[src/design/ansi_truecolor_frame_encoder_assert.svh]
// Assertion macros used by the ANSI truecolor frame encoder RTL.
// Each macro expands to one labeled concurrent assertion; no dependencies.
`ifndef ANSI_TRUECOLOR_FRAME_ENCODER_ASSERT_SVH
`define ANSI_TRUECOLOR_FRAME_ENCODER_ASSERT_SVH

// Same-cycle implication, disabled while in reset.
`define ATFE_ASSERT_SAME(lbl, clk, rst_n, ante, cons, msg) \
  lbl: assert property (@(posedge clk) disable iff (!(rst_n)) (ante) |-> (cons)) \
    else $error(msg);

// Next-cycle implication, disabled while in reset.
`define ATFE_ASSERT_NEXT(lbl, clk, rst_n, ante, cons, msg) \
  lbl: assert property (@(posedge clk) disable iff (!(rst_n)) (ante) |=> (cons)) \
    else $error(msg);

`endif

[src/design/atfe_pkg.sv]
// Package for the ANSI truecolor frame encoder: constants, item types and
// helper functions. No dependencies.
`timescale 1ns / 1ps
package atfe_pkg;

  localparam int DIM_BITS = 10;
  localparam int CFG_W    = 11;
  localparam logic [31:0] DimMax = 32'd1 << DIM_BITS;

  localparam logic [CFG_W-1:0] WidthReset  = CFG_W'(80);
  localparam logic [CFG_W-1:0] HeightReset = CFG_W'(24);

  localparam logic CfgFrameWidth  = 1'b0;
  localparam logic CfgFrameHeight = 1'b1;

  localparam logic [7:0] ChEsc   = 8'h1b;
  localparam logic [7:0] ChLbr   = 8'h5b;
  localparam logic [7:0] ChZero  = 8'h30;
  localparam logic [7:0] ChSpace = 8'h20;
  localparam logic [7:0] ChNl    = 8'h0a;
  localparam logic [7:0] ChM     = 8'h6d;
  localparam logic [7:0] ChSemi  = 8'h3b;
  localparam logic [7:0] ChFour  = 8'h34;
  localparam logic [7:0] ChEight = 8'h38;
  localparam logic [7:0] ChTwo   = 8'h32;

  localparam int IntroLen = 7;
  localparam int ResetLen = 4;

  typedef struct packed {
    logic [7:0] red;
    logic [7:0] green;
    logic [7:0] blue;
    logic [7:0] glyph;
    logic       color_chg;
    logic       row_end;
    logic       frame_end;
  } pix_t;

  typedef struct packed {
    logic [3:0] hun;
    logic [3:0] ten;
    logic [3:0] one;
    logic [1:0] num;
  } dec_t;

  // Largest counter value before the row/frame wraps.
  function automatic logic [DIM_BITS-1:0] dim_last(input logic [CFG_W-1:0] r);
    logic [DIM_BITS-1:0] res;
    if (r == '0) begin
      res = '0;
    end else if (32'(r) > DimMax) begin
      res = '1;
    end else begin
      res = DIM_BITS'(32'(r) - 32'd1);
    end
    return res;
  endfunction

  // Decimal split by reciprocal multiplication, exact for 0..255.
  function automatic dec_t to_dec(input logic [7:0] v);
    logic [13:0] ph;
    logic [7:0]  rem;
    logic [14:0] pt;
    dec_t        d;
    ph    = 14'(v) * 14'd41;
    d.hun = {2'b00, ph[13:12]};
    rem   = v - 8'(ph[13:12]) * 8'd100;
    pt    = 15'(rem) * 15'd205;
    d.ten = pt[14:11];
    d.one = 4'(rem - 8'(pt[14:11]) * 8'd10);
    if (v >= 8'd100) begin
      d.num = 2'd3;
    end else if (v >= 8'd10) begin
      d.num = 2'd2;
    end else if (v != 8'd0) begin
      d.num = 2'd1;
    end else begin
      d.num = 2'd0;
    end
    return d;
  endfunction

  function automatic logic [7:0] intro_byte(input logic [2:0] k);
    logic [7:0] b;
    case (k)
      3'd0:    b = ChEsc;
      3'd1:    b = ChLbr;
      3'd2:    b = ChFour;
      3'd3:    b = ChEight;
      3'd4:    b = ChSemi;
      3'd5:    b = ChTwo;
      default: b = ChSemi;
    endcase
    return b;
  endfunction

  function automatic logic [7:0] reset_byte(input logic [2:0] k);
    logic [7:0] b;
    case (k)
      3'd0:    b = ChEsc;
      3'd1:    b = ChLbr;
      3'd2:    b = ChZero;
      default: b = ChM;
    endcase
    return b;
  endfunction

endpackage

[src/design/atfe_front.sv]
// Input register stage: takes pixel transactions, tracks column, row and
// previous color, and flags color change and row/frame end. Uses atfe_pkg.
`timescale 1ns / 1ps
module atfe_front (
  input  logic                            clk_i,
  input  logic                            rst_ni,
  input  logic                            s_tvalid_i,
  output logic                            s_tready_o,
  input  logic [31:0]                     s_tdata_i,
  input  logic [atfe_pkg::DIM_BITS-1:0]   width_last_i,
  input  logic [atfe_pkg::DIM_BITS-1:0]   height_last_i,
  output logic                            item_valid_o,
  output atfe_pkg::pix_t                  item_o,
  input  logic                            item_take_i
);
  import atfe_pkg::*;

  logic                valid_q;
  pix_t                item_q, item_d;
  logic [DIM_BITS-1:0] col_q, col_d;
  logic [DIM_BITS-1:0] row_q, row_d;
  logic [23:0]         prev_q, prev_d;
  logic [23:0]         color;
  logic                accept;

  assign s_tready_o = !valid_q || item_take_i;
  assign accept     = s_tvalid_i && s_tready_o;
  assign color      = {s_tdata_i[7:0], s_tdata_i[15:8], s_tdata_i[23:16]};

  always_comb begin
    item_d.red       = s_tdata_i[7:0];
    item_d.green     = s_tdata_i[15:8];
    item_d.blue      = s_tdata_i[23:16];
    item_d.glyph     = s_tdata_i[31:24];
    item_d.color_chg = color != prev_q;
    item_d.row_end   = col_q >= width_last_i;
    item_d.frame_end = item_d.row_end && (row_q >= height_last_i);
    prev_d = item_d.frame_end ? 24'd0 : color;
    col_d  = item_d.row_end ? '0 : col_q + 1'b1;
    if (item_d.frame_end) begin
      row_d = '0;
    end else if (item_d.row_end) begin
      row_d = row_q + 1'b1;
    end else begin
      row_d = row_q;
    end
  end

  always_ff @(posedge clk_i or negedge rst_ni) begin
    if (!rst_ni) begin
      valid_q <= 1'b0;
      col_q   <= '0;
      row_q   <= '0;
      prev_q  <= '0;
    end else begin
      if (accept) begin
        valid_q <= 1'b1;
        col_q   <= col_d;
        row_q   <= row_d;
        prev_q  <= prev_d;
      end else if (item_take_i) begin
        valid_q <= 1'b0;
      end
    end
  end

  always_ff @(posedge clk_i) begin
    if (accept) begin
      item_q <= item_d;
    end
  end

  assign item_valid_o = valid_q;
  assign item_o       = item_q;

endmodule

[src/design/atfe_serial.sv]
// Byte serializer: converts a flagged pixel to its escape sequence, glyph,
// newline and reset bytes, one byte per output transaction. Uses atfe_pkg.
`timescale 1ns / 1ps
`include "ansi_truecolor_frame_encoder_assert.svh"
module atfe_serial (
  input  logic           clk_i,
  input  logic           rst_ni,
  input  logic           item_valid_i,
  input  atfe_pkg::pix_t item_i,
  output logic           item_take_o,
  output logic           m_tvalid_o,
  input  logic           m_tready_i,
  output logic [7:0]     m_tdata_o,
  output logic           m_tlast_o,
  output logic           m_tuser_o
);
  import atfe_pkg::*;

  typedef enum logic [2:0] {
    PH_INTRO, PH_RED, PH_GRN, PH_BLU, PH_GLYPH, PH_NL, PH_RST
  } phase_e;

  typedef struct packed {
    dec_t       red;
    dec_t       green;
    dec_t       blue;
    logic [7:0] glyph;
    logic       color_chg;
    logic       row_end;
    logic       frame_end;
  } desc_t;

  logic       busy_q;
  phase_e     phase_q, phase_nx;
  logic [2:0] sub_q, sub_nx;
  desc_t      desc_q, desc_d;
  logic       last, fire, load;
  dec_t       comp;
  logic [7:0] tail;
  logic [1:0] didx;
  logic [3:0] digit;

  always_comb begin
    desc_d.red       = to_dec(item_i.red);
    desc_d.green     = to_dec(item_i.green);
    desc_d.blue      = to_dec(item_i.blue);
    desc_d.glyph     = (item_i.glyph == 8'd0) ? ChSpace : item_i.glyph;
    desc_d.color_chg = item_i.color_chg;
    desc_d.row_end   = item_i.row_end;
    desc_d.frame_end = item_i.frame_end;
  end

  always_comb begin
    case (phase_q)
      PH_RED:  begin comp = desc_q.red;   tail = ChSemi; end
      PH_GRN:  begin comp = desc_q.green; tail = ChSemi; end
      default: begin comp = desc_q.blue;  tail = ChM;    end
    endcase
    didx = 2'(3'd3 - 3'(comp.num) + sub_q);
    case (didx)
      2'd0:    digit = comp.hun;
      2'd1:    digit = comp.ten;
      default: digit = comp.one;
    endcase
  end

  always_comb begin
    phase_nx = phase_q;
    sub_nx   = sub_q + 3'd1;
    last     = 1'b0;
    case (phase_q)
      PH_INTRO: begin
        m_tdata_o = intro_byte(sub_q);
        if (sub_q == 3'(IntroLen - 1)) begin
          phase_nx = PH_RED;
          sub_nx   = '0;
        end
      end
      PH_RED, PH_GRN, PH_BLU: begin
        m_tdata_o = (sub_q < 3'(comp.num)) ? (ChZero + 8'(digit)) : tail;
        if (sub_q == 3'(comp.num)) begin
          sub_nx = '0;
          case (phase_q)
            PH_RED:  phase_nx = PH_GRN;
            PH_GRN:  phase_nx = PH_BLU;
            default: phase_nx = PH_GLYPH;
          endcase
        end
      end
      PH_GLYPH: begin
        m_tdata_o = desc_q.glyph;
        if (desc_q.row_end) begin
          phase_nx = PH_NL;
          sub_nx   = '0;
        end else begin
          last = 1'b1;
        end
      end
      PH_NL: begin
        m_tdata_o = ChNl;
        if (desc_q.frame_end) begin
          phase_nx = PH_RST;
          sub_nx   = '0;
        end else begin
          last = 1'b1;
        end
      end
      default: begin
        m_tdata_o = reset_byte(sub_q);
        last      = sub_q == 3'(ResetLen - 1);
      end
    endcase
  end

  assign m_tvalid_o  = busy_q;
  assign m_tlast_o   = last;
  assign m_tuser_o   = last && (phase_q == PH_RST);
  assign fire        = busy_q && m_tready_i;
  assign load        = item_valid_i && (!busy_q || (fire && last));
  assign item_take_o = load;

  always_ff @(posedge clk_i or negedge rst_ni) begin
    if (!rst_ni) begin
      busy_q  <= 1'b0;
      phase_q <= PH_GLYPH;
      sub_q   <= '0;
    end else begin
      if (load) begin
        busy_q  <= 1'b1;
        phase_q <= desc_d.color_chg ? PH_INTRO : PH_GLYPH;
        sub_q   <= '0;
      end else if (fire) begin
        if (last) begin
          busy_q <= 1'b0;
        end else begin
          phase_q <= phase_nx;
          sub_q   <= sub_nx;
        end
      end
    end
  end

  always_ff @(posedge clk_i) begin
    if (load) begin
      desc_q <= desc_d;
    end
  end

  `ATFE_ASSERT_SAME(a_done_is_last, clk_i, rst_ni, m_tvalid_o && m_tuser_o, m_tlast_o, "frame end byte not last")
  `ATFE_ASSERT_NEXT(a_load_busy, clk_i, rst_ni, load, busy_q, "load did not start output")
  `ATFE_ASSERT_SAME(a_rst_frame, clk_i, rst_ni, busy_q && (phase_q == PH_RST), desc_q.frame_end, "reset sequence without frame end")
  `ATFE_ASSERT_SAME(a_nl_row, clk_i, rst_ni, busy_q && (phase_q == PH_NL), desc_q.row_end, "newline without row end")

endmodule

[src/design/ansi_truecolor_frame_encoder.sv]
// An accepted pixel is registered in the input stage, then loaded into the
// serializer once it is free. Throughput: one output byte per cycle while
// m_tready_i is high; a pixel gives 1 to 25 bytes; plain pixels then go 1/cycle.
// Reset: asynchronous active low; counters and previous color clear, width 80,
// height 24.
`timescale 1ns / 1ps
module ansi_truecolor_frame_encoder (
  input  logic        clk_i,
  input  logic        rst_ni,
  input  logic        s_tvalid_i,
  output logic        s_tready_o,
  input  logic [31:0] s_tdata_i,   // red, green, blue, glyph
  output logic        m_tvalid_o,
  input  logic        m_tready_i,
  output logic [7:0]  m_tdata_o,   // out_byte
  output logic        m_tlast_o,
  output logic        m_tuser_o,   // frame_done
  input  logic        cfg_we_i,
  input  logic        cfg_addr_i,
  input  logic [10:0] cfg_wdata_i
);
  import atfe_pkg::*;

  logic [CFG_W-1:0] width_q;
  logic [CFG_W-1:0] height_q;
  logic             item_valid;
  logic             item_take;
  pix_t             item;

  always_ff @(posedge clk_i or negedge rst_ni) begin
    if (!rst_ni) begin
      width_q  <= WidthReset;
      height_q <= HeightReset;
    end else if (cfg_we_i) begin
      case (cfg_addr_i)
        CfgFrameWidth:  width_q  <= cfg_wdata_i;
        CfgFrameHeight: height_q <= cfg_wdata_i;
        default: ;
      endcase
    end
  end

  atfe_front u_front (
    .clk_i         (clk_i),
    .rst_ni        (rst_ni),
    .s_tvalid_i    (s_tvalid_i),
    .s_tready_o    (s_tready_o),
    .s_tdata_i     (s_tdata_i),
    .width_last_i  (dim_last(width_q)),
    .height_last_i (dim_last(height_q)),
    .item_valid_o  (item_valid),
    .item_o        (item),
    .item_take_i   (item_take)
  );

  atfe_serial u_serial (
    .clk_i        (clk_i),
    .rst_ni       (rst_ni),
    .item_valid_i (item_valid),
    .item_i       (item),
    .item_take_o  (item_take),
    .m_tvalid_o   (m_tvalid_o),
    .m_tready_i   (m_tready_i),
    .m_tdata_o    (m_tdata_o),
    .m_tlast_o    (m_tlast_o),
    .m_tuser_o    (m_tuser_o)
  );

endmodule
[config.mk]
export PLATFORM = sky130hd
export DESIGN_NAME = ansi_truecolor_frame_encoder
export DESIGN_NICKNAME = d
export VERILOG_FILES = /design/src/design/atfe_pkg.sv /design/src/design/atfe_front.sv /design/src/design/atfe_serial.sv /design/src/design/ansi_truecolor_frame_encoder.sv
export VERILOG_INCLUDE_DIRS = /design/src /design/src/design
export SDC_FILE = /design/constraint.sdc
export NUM_CORES = 1
export LEC_CHECK = 0
export BUFFER_PORTS_ARGS = -buffer_cell sky130_fd_sc_hd__buf_2
export CAP_MARGIN = 20
export CORE_MARGIN = 3
export CORE_UTILIZATION = 50
export CTS_CLUSTER_DIAMETER = 60
export DETAILED_ROUTE_END_ITERATION = 8
export PLACE_DENSITY = 0.77
export REMOVE_ABC_BUFFERS = 1
export SLEW_MARGIN = 20
export SYNTH_ARGS = -nofsm -noshare
export SYNTH_HDL_FRONTEND = slang
export SYNTH_SLANG_ARGS = --single-unit
[constraint.sdc]
create_clock -name clk_i -period 10.9 [get_ports clk_i]
set_input_delay 0 -clock clk_i [delete_from_list [all_inputs] [get_ports clk_i]]
set_output_delay 0 -clock clk_i [all_outputs]
set_load 0.01 [all_outputs]
==> results of run 1 <==
## tightest hold or removal path: stages
cell	delay [ns]
buf_2	0.09
nor2b_1	0.18
nand2_1	0.11
o21ai_0	0.06
## cell families (layout without fill, tap and decap cells)
kind of cell,after synthesis,in the layout,synth area share
XOR/XNOR,108,108,0.0741
AND/OR/NAND/NOR,309,309,0.110
multiplexers,27,27,0.0227
AO/OA/AOI/OAI,256,256,0.128
adder cells (fa/ha/maj),292,292,0.293
flip-flops,155,155,0.319
buffers and inverters,188,295,0.0527
## repair_timing
action                                 in CTS  in global routing
hold buffers                               47                  0
endpoints found under the hold margin     150                  0
setup endpoints to repair                   0                  0
resized for setup                           0                  0
## area by class of cell
type                    count  area share
multi-input cells         992       0.557
flip-flops and latches    155       0.283
repair buffers            114      0.0544
inverters                 149      0.0369
clock buffers              21      0.0346
well taps                 335      0.0276
clock inverters            11     0.00693
## per-layer routing
| layer | routed length, um | vias up | part of all wire | global-route usage |
|---|---|---|---|---|
| li1 | - | 4931 | - | - |
| met1 | 12600 | 4757 | 0.44 | 0.268 |
| met2 | 13600 | 287 | 0.48 | 0.344 |
| met3 | 1350 | 71 | 0.048 | 0.0334 |
| met4 | 857 | 0 | 0.030 | 0.0727 |
| met5 | 0 | - | 0 | 0 |
## per-stage QoR
| stage | hold WS [ns] | cell area (um^2) | cells |
|---|---|---|---|
| 6_report | 0.0597 | 15200 | 1777 |
| 5_1_grt | 0.106 | 15200 | 1777 |
| 4_1_cts | 0.0495 | 15200 | 1777 |
| 3_5_place_dp | 0.178 | 14100 | 1698 |
| 3_3_place_gp | 0.181 | 14100 | 1698 |
| 2_1_floorplan | -0.296 | 13300 | 1296 |
## state kept, by name, summed over array words and instances (netlist names)
name and cells:
u_front.row_q 10, height_q 11, u_front.col_q 10, u_serial.m_tvalid_o 1, u_front.prev_q 24, u_front.item_o 35, width_q 11, u_serial.phase_q 3
u_serial.sub_q 3, u_front.item_valid_o 1, u_serial.desc_q 46
## cell usage in the layout (no fill, tap or decap), drive strengths merged, types with 38 or more instances in the layout
cell type and instances:
xnor2 68, buf 67, dfrtp 69, ha 250
fa 38, inv 158, o21ai 80, edfxtp 81
nand2 108, dlygate4sd3 47, nor2 64, a21oi 48
## final timing paths
check	startpoint	endpoint	slack, ns	cells past startpoint
setup / recovery	u_front.item_o[16]	u_serial.desc_q[16]	1.83	33
hold / removal	cfg_addr_i	width_q[0]	0.06	4
setup reg to reg	u_front.item_o[16]	u_serial.desc_q[16]	1.83	33
hold reg to reg	u_front.item_o[9]	u_serial.desc_q[9]	0.45	0
max in group asynchronous	rst_ni	u_serial.sub_q[0]	9.96	2
min in group asynchronous	rst_ni	height_q[9]	0.26	2
==> results.toml, run 1 <==
[clocking]
numCtsBuffers = 17
cts_setup_buffers = 0
root_buffer = "clkbuf_16"
htreeDepth = 4
clk_pin_slew_worst_paths_ns = 0.07
cts_sinks = 155
clockBufferDepth = 2
clock_latency_ns = 0.44
cts_tree = "done"

[floorplan]
ios = 61
rows = 59
die_y_um = 170
die_width_um = 170
coreArea_um2 = 26200
dieArea_um2 = 28900
initial_core_util = 0.513

[critical_path]
required_ns = 11.08
arrival_ns = 9.25
start_kind = "register"
crit_path_top_delay_cell = "a211oi_1"
critPathKind = "register to register"
crit_buf_inv = 6
cp_top_family = "adder cells"
slowest_delay_ns = 0.60
endpoint_kind = "register"
crit_top_cell = "ha_1"
path_max_fanout = 8

[hold_path]
min_path_type = "input port to register"

[yosys]
ys_warn_count = 0
ys_seq_elements = 155
synth_enable_flop_cells = 81
synth_most_common_cell = "ha_1"
ys_seq_area_frac = 0.319
yosysTopAreaCellShare = 0.233
synthTopCellsByArea = "ha_1 23%, edfxtp_1 18%, dfrtp_1 13%, fa_1 5.7%, xnor2_1 4.4%"
syn-cell-area_um2 = 13400
synth_ff_type = "edfxtp_1"
yosys.area.top_type = "ha_1"
async_flop_share = 0.477
synth_common_cells = "250 x ha_1, 148 x inv_1, 108 x nand2_1"
synth.distinct_cells = 76
avgSynthCellArea_um2 = 10.1
synthCells = 1335

[routing]
wire_per_inst_um = 16.0
routed_wl_um = 28400
ant_nets = 0
drt_iter0_markers = 558
drc = 0
vias_per_cell = 5.65
via_count = 10000
firstDrtPassIters = 7

[global_routing]
groute.usage.overall = 0.204
grt_pass1_wl_um = 48500
grt_max_degree = 75
grt-ovfl-total = 0
grt_pass1_vias = 10200
antenna_found_initial = 0

[layout]
regArea_um2 = 4290
nNetsFinal = 1766
syn2layout_area_growth_pct = 12.9
multiInputGateArea_um2 = 8440
post-route-util = 0.579
antenna_cells = 0
layout-drive-gt1-share = 0.101
nFillCells = 2140

[run]
drv_cap = 0

[outcome]
status = "complete, no violations"

[placed_design]
port_buffers = 60
gp_congestion = 0.908
post-place-ws_ns = 1.79
dp_hpwl_um = 21500

[timing]
fmax_mhz = 110
maxSlewViolCount = 0
hold_violations = 0
rsz0062_at_grt = "no"
skew_ns = 0.0118
timing.final.crit_period_ns = 9.07
final.period_utilization = 0.832
slew_headroom = 0.326
tns_ns = 0
tightest_slew_ns = 1.01
setup_viol = 0
finalWorstSetupSlack_ns = 1.83
Power of run 1 is not shown: default switching activity piles up to over one toggle a cycle in this logic, so the estimate is an artifact.
==> run 2: changes to the inputs <==
--- a/config.mk
+++ b/config.mk
@@ -6,6 +6,7 @@
 export SDC_FILE = /design/constraint.sdc
 export NUM_CORES = 1
 export LEC_CHECK = 0
+export ABC_AREA = 1
 export BUFFER_PORTS_ARGS = -buffer_cell sky130_fd_sc_hd__buf_2
 export CAP_MARGIN = 20
 export CORE_MARGIN = 3
==> constraint.sdc (replaced) <==
create_clock -name clk_i -period 9.4 [get_ports clk_i]
set_input_delay 0 -clock clk_i [delete_from_list [all_inputs] [get_ports clk_i]]
set_output_delay 0 -clock clk_i [all_outputs]
set_load 0.01 [all_outputs]
==> run 2 against run 1 <==
- core utilization up 0.19 points
- routed wire length up 3.8%
- non-clock buffer count down 6
- critical path type unchanged
- critical endpoint unchanged
==> results.toml, run 2 <==
[floorplan]
coreArea_um2 = 26400
dieArea_um2 = 29300
rows = 59
ios = 61
die_width_um = 171
initial_core_util = 0.517
die_y_um = 171

[routing]
drt_iter0_markers = 567
via_count = 10900
firstDrtPassIters = 5
routed_wl_um = 29400
drc = 0
ant_nets = 0
vias_per_cell = 5.31
wire_per_inst_um = 14.3

[timing]
timing.final.crit_period_ns = 8.17
tns_ns = 0
skew_ns = 0.0105
rsz0062_at_grt = "no"
hold_violations = 0
tightest_slew_ns = 0.982
whs_ns = 0.0964
fmax_mhz = 122
slew_headroom = 0.343
final.period_utilization = 0.869
maxSlewViolCount = 0
setup_viol = 0

[yosys]
ys_warn_count = 0
synth_most_common_cell = "nand2_1"
syn-cell-area_um2 = 13700
synth_common_cells = "327 x nand2_1, 270 x inv_1, 250 x ha_1"
async_flop_share = 0.477
synth.distinct_cells = 53
yosys.area.top_type = "ha_1"
yosysTopAreaCellShare = 0.229
ys_seq_elements = 155
synth_enable_flop_cells = 81
synth_ff_type = "edfxtp_1"
synthCells = 1600
ys_seq_area_frac = 0.314
avgSynthCellArea_um2 = 8.53
synthTopCellsByArea = "ha_1 23%, edfxtp_1 18%, dfrtp_1 13%, nand2_1 9.0%, inv_1 7.4%"

[placed_design]
dpl_cell_area_um2 = 14300
dp_hpwl_um = 22700
gp_congestion = 0.931
port_buffers = 60

[layout]
largest_reg_flops = 46
nNetsFinal = 2041
syn2layout_area_growth_pct = 12.4
stdcell_area_um2 = 15300
mostFrequentLayoutCells = "327 x nand2_1, 270 x inv_1, 250 x ha_1"
antenna_cells = 0
layout-drive-gt1-share = 0.0757
top_register = "u_serial.desc_q"
nFillCells = 2239
final_common_cell = "nand2_1"

[clocking]
cts_tree = "done"
clock_latency_ns = 0.43
ctsResizeCount = 0
htreeDepth = 4
root_buffer = "clkbuf_16"
cts_sinks = 155
numCtsBuffers = 17
clk_pin_slew_worst_paths_ns = 0.07
clockBufferDepth = 2

[outcome]
status = "complete, no violations"

[critical_path]
required_ns = 9.58
crit_top_cell = "inv_1"
critPathKind = "register to register"
slowest_delay_ns = 0.53
r2r_setup_slack_ns = 1.23
start_kind = "register"
arrival_ns = 8.35
path_max_fanout = 8
endpoint_kind = "register"
crit_path_top_delay_cell = "fa_1"

[run]
drv_cap = 0

[global_routing]
grt-ovfl-total = 0
grt_pass1_wl_um = 49700
grt_pass1_vias = 11000
antenna_found_initial = 0
grt_max_degree = 75
groute.usage.overall = 0.208

[hold_path]
min_path_type = "input port to register"
-- run 2: cell type report --
| cell class | count | area [um^2] | area share |
|---|---|---|---|
| Tap cell | 335 | 419 | 0.0273 |
| Clock inverter | 12 | 129 | 0.00840 |
| Multi-Input combinational cell | 1146 | 8240 | 0.537 |
| Timing Repair Buffer | 108 | 776 | 0.0505 |
| Inverter | 276 | 1040 | 0.0678 |
| Sequential cell | 155 | 4290 | 0.280 |
| Clock buffer | 20 | 457 | 0.0298 |
-- run 2: worst paths after layout --
check,cells past startpoint,to,from
min,3,u_front.item_valid_o,s_tvalid_i
max reg2reg,39,u_serial.desc_q[16],u_front.item_o[15]
max,39,u_serial.desc_q[16],u_front.item_o[15]
min reg2reg,0,u_serial.desc_q[1],u_front.item_o[1]
min in group asynchronous,2,height_q[8],rst_ni
max in group asynchronous,2,u_serial.phase_q[1],rst_ni
-- run 2: cell families after synthesis --
group / share of synthesized area
AND/OR/NAND/NOR: 0.184
buffers and inverters: 0.0830
adder cells (fa/ha/maj): 0.285
AO/OA/AOI/OAI: 0.0873
flip-flops: 0.314
XOR/XNOR: 0.0462
-- run 2: worst max-delay path: cells and delay by family, from the launching register on --
kind	cells	cell delay, ns
compound gates	5	0.67
xor+xnor	4	0.71
fa+ha+maj	12	4.57
buf+inv	8	0.53
flops	1	0.51
simple gates	10	0.94
-- run 2: repair_timing --
item,4_1_cts,5_1_grt
hold buffers,45,0
buffers inserted,0,0
hold endpoints to repair,148,0
-- run 2: metal layers --
metal / GRT usage / wire (um) / vias to the layer above / share of wire
met5: 0 / 0 / - / 0
met4: 0.0640 / 612 / 0 / 0.021
met3: 0.0322 / 1470 / 47 / 0.050
met2: 0.367 / 14400 / 272 / 0.49
met1: 0.263 / 13000 / 5075 / 0.44
li1: - / - / 5498 / -
-- run 2: through the flow --
step / worst slack, ns / instances / util
6_report: 1.23 / 2052 / 0.581
5_1_grt: 0.656 / 2052 / 0.581
4_1_cts: 1.23 / 2052 / 0.581
3_5_place_dp: 1.25 / 1975 / 0.542
3_3_place_gp: 1.45 / 1975 / 0.542
2_1_floorplan: 1.79 / 1577 / -
Power of run 2 is left out for the same reason.
==> run 3: changes to the inputs <==
--- a/config.mk
+++ b/config.mk
@@ -7,13 +7,13 @@
 export NUM_CORES = 1
 export LEC_CHECK = 0
 export ABC_AREA = 1
-export BUFFER_PORTS_ARGS = -buffer_cell sky130_fd_sc_hd__buf_2
 export CAP_MARGIN = 20
 export CORE_MARGIN = 3
 export CORE_UTILIZATION = 50
 export CTS_CLUSTER_DIAMETER = 60
 export DETAILED_ROUTE_END_ITERATION = 8
-export PLACE_DENSITY = 0.77
+export DONT_BUFFER_PORTS = 1
+export PLACE_DENSITY = 0.75
 export REMOVE_ABC_BUFFERS = 1
 export SLEW_MARGIN = 20
 export SYNTH_ARGS = -nofsm -noshare
==> run 3 against run 2 <==
- count of clock-buffer cells in the layout down 2
- core utilization is 1.1 points lower
- via count decreased by 0.95%
- first-iteration DRC count rose by 34%
- die area unchanged
- critical path depth unchanged
- register-to-register slack got worse by 0.05 ns
- final cell count is 2.8% lower
- worst setup slack got worse by 0.052 ns
- largest cell class unchanged
==> results.toml, run 3 (synthesis results as in run 2) <==
[timing]
fmax_mhz = 122
timing.final.crit_period_ns = 8.22
setup_viol = 0
tns_ns = 0
finalWorstSetupSlack_ns = 1.18
rsz0062_at_grt = "no"
slew_headroom = 0.364
skew_ns = 0.0107
tightest_slew_ns = 0.951
final.period_utilization = 0.874
hold_violations = 0
maxSlewViolCount = 0

[layout]
layout-drive-gt1-share = 0.0428
stdcell_area_um2 = 15100
largest_reg_flops = 46
final_common_cell = "nand2_1"
antenna_cells = 0
top_register = "u_serial.desc_q"
nNetsFinal = 1983
mostFrequentLayoutCells = "327 x nand2_1, 270 x inv_1, 250 x ha_1"
syn2layout_area_growth_pct = 10.4

[placed_design]
port_buffers = 0
post-place-ws_ns = 1.19
dpl_cell_area_um2 = 14000
dp_hpwl_um = 23200
gp_congestion = 0.882

[clocking]
clk_pin_slew_worst_paths_ns = 0.07
cts_setup_buffers = 0
root_buffer = "clkbuf_16"
cts_tree = "done"
cts_sinks = 155
htreeDepth = 4
clock_latency_ns = 0.43
clockBufferDepth = 2
numCtsBuffers = 17

[global_routing]
antenna_found_initial = 0
grt.busiest_layer = "met2"
grtUsageMet3 = 0.0340
grt_max_degree = 75
groute.usage.overall = 0.214
grt_pass1_wl_um = 51100
grt_use_met1 = 0.268
grt_use_met2 = 0.377
grt_pass1_vias = 11000
grt-ovfl-total = 0

[floorplan]
ios = 61
die_width_um = 171
die_y_um = 171
initial_core_util = 0.517
coreArea_um2 = 26400
dieArea_um2 = 29300
rows = 59

[critical_path]
rr_worst_depth = 39
start_kind = "register"
slowest_delay_ns = 0.54
path_max_fanout = 7
crit_top_cell = "inv_1"
cp_top_family = "adder cells"
r2r_setup_slack_ns = 1.18
endpoint_kind = "register"
required_ns = 9.58
critPathKind = "register to register"
crit_buf_inv = 8
r2r_end = "u_serial.desc_q[16]"
reg2reg_from = "u_front.item_o[14]"
crit_path_top_delay_cell = "fa_1"
arrival_ns = 8.40
crit_cells = 39

[routing]
routed_wl_um = 30200
ant_nets = 0
firstDrtPassIters = 5
via_count = 10800
drt_iter0_markers = 758
drc = 0
wire_per_inst_um = 15.2
vias_per_cell = 5.41

[outcome]
status = "complete, no violations"

[hold_path]
worstHoldEndpoint = "u_front.item_o[2]"
min_path_type = "input port to register"
hold_depth = 4
min_from = "s_tdata_i[5]"

[run]
drv_cap = 0
## run 3: cell count changes in the layout (fill, tap and decap cells not counted), sizes merged
cell,change
buf,-59
clkbuf,-2
clkinv,+2
clkinvlp,+2
inv,-2
dlygate4sd3,+1
## run 3: worst register-to-register path, delay by kind of cell, from the launching register on
kind            cells  cell delay, ns
flops               1            0.53
compound gates      4            0.57
xor+xnor            4            0.74
buf+inv             8            0.51
simple gates       11            1.02
fa+ha+maj          12            4.60
## run 3: through the flow
step | util | instances | hold slack [ns]
finish | 0.570 | 1994 | 0.00437
global route | 0.570 | 1994 | 0.0118
CTS | 0.570 | 1994 | 0.00140
detailed placement | 0.530 | 1915 | -0.293
global placement | 0.530 | 1915 | -0.294
floorplan | - | 1577 | -0.296
## run 3: timing repair
item / CTS / global route
hold buffers: 47 / 0
gates resized for setup: 0 / 0
endpoints found under the hold margin: 158 / 0
## run 3: worst max path at each step
stage | startpoint | to | slack [ns]
global route | u_front.item_o[15] | u_serial.desc_q[16] | 0.64
global placement | u_front.item_o[15] | u_serial.desc_q[16] | 1.44
floorplan | u_front.item_o[15] | u_serial.desc_q[16] | 1.79
finish | u_front.item_o[14] | u_serial.desc_q[16] | 1.18
CTS | u_front.item_o[14] | u_serial.desc_q[16] | 1.18
detailed placement | u_front.item_o[14] | u_serial.desc_q[16] | 1.19
## run 3: routing by layer
| metal | vias to the layer above | share of wire | routed length [um] |
|---|---|---|---|
| li1 | 5407 | - | - |
| met1 | 5077 | 0.44 | 13400 |
| met2 | 256 | 0.49 | 14800 |
| met3 | 49 | 0.043 | 1310 |
| met4 | 0 | 0.025 | 754 |
| met5 | - | 0 | 0 |
## run 3: layout make-up
cell class                      instances  area (um^2)
Clock buffer                           18          429
Clock inverter                         14          140
Fill cell                            2284        11400
Inverter                              276         1040
Multi-Input combinational cell       1146         8240
Sequential cell                       155         4290
Tap cell                              335          419
Timing Repair Buffer                   50          510
Power of run 3 is left out for the same reason.
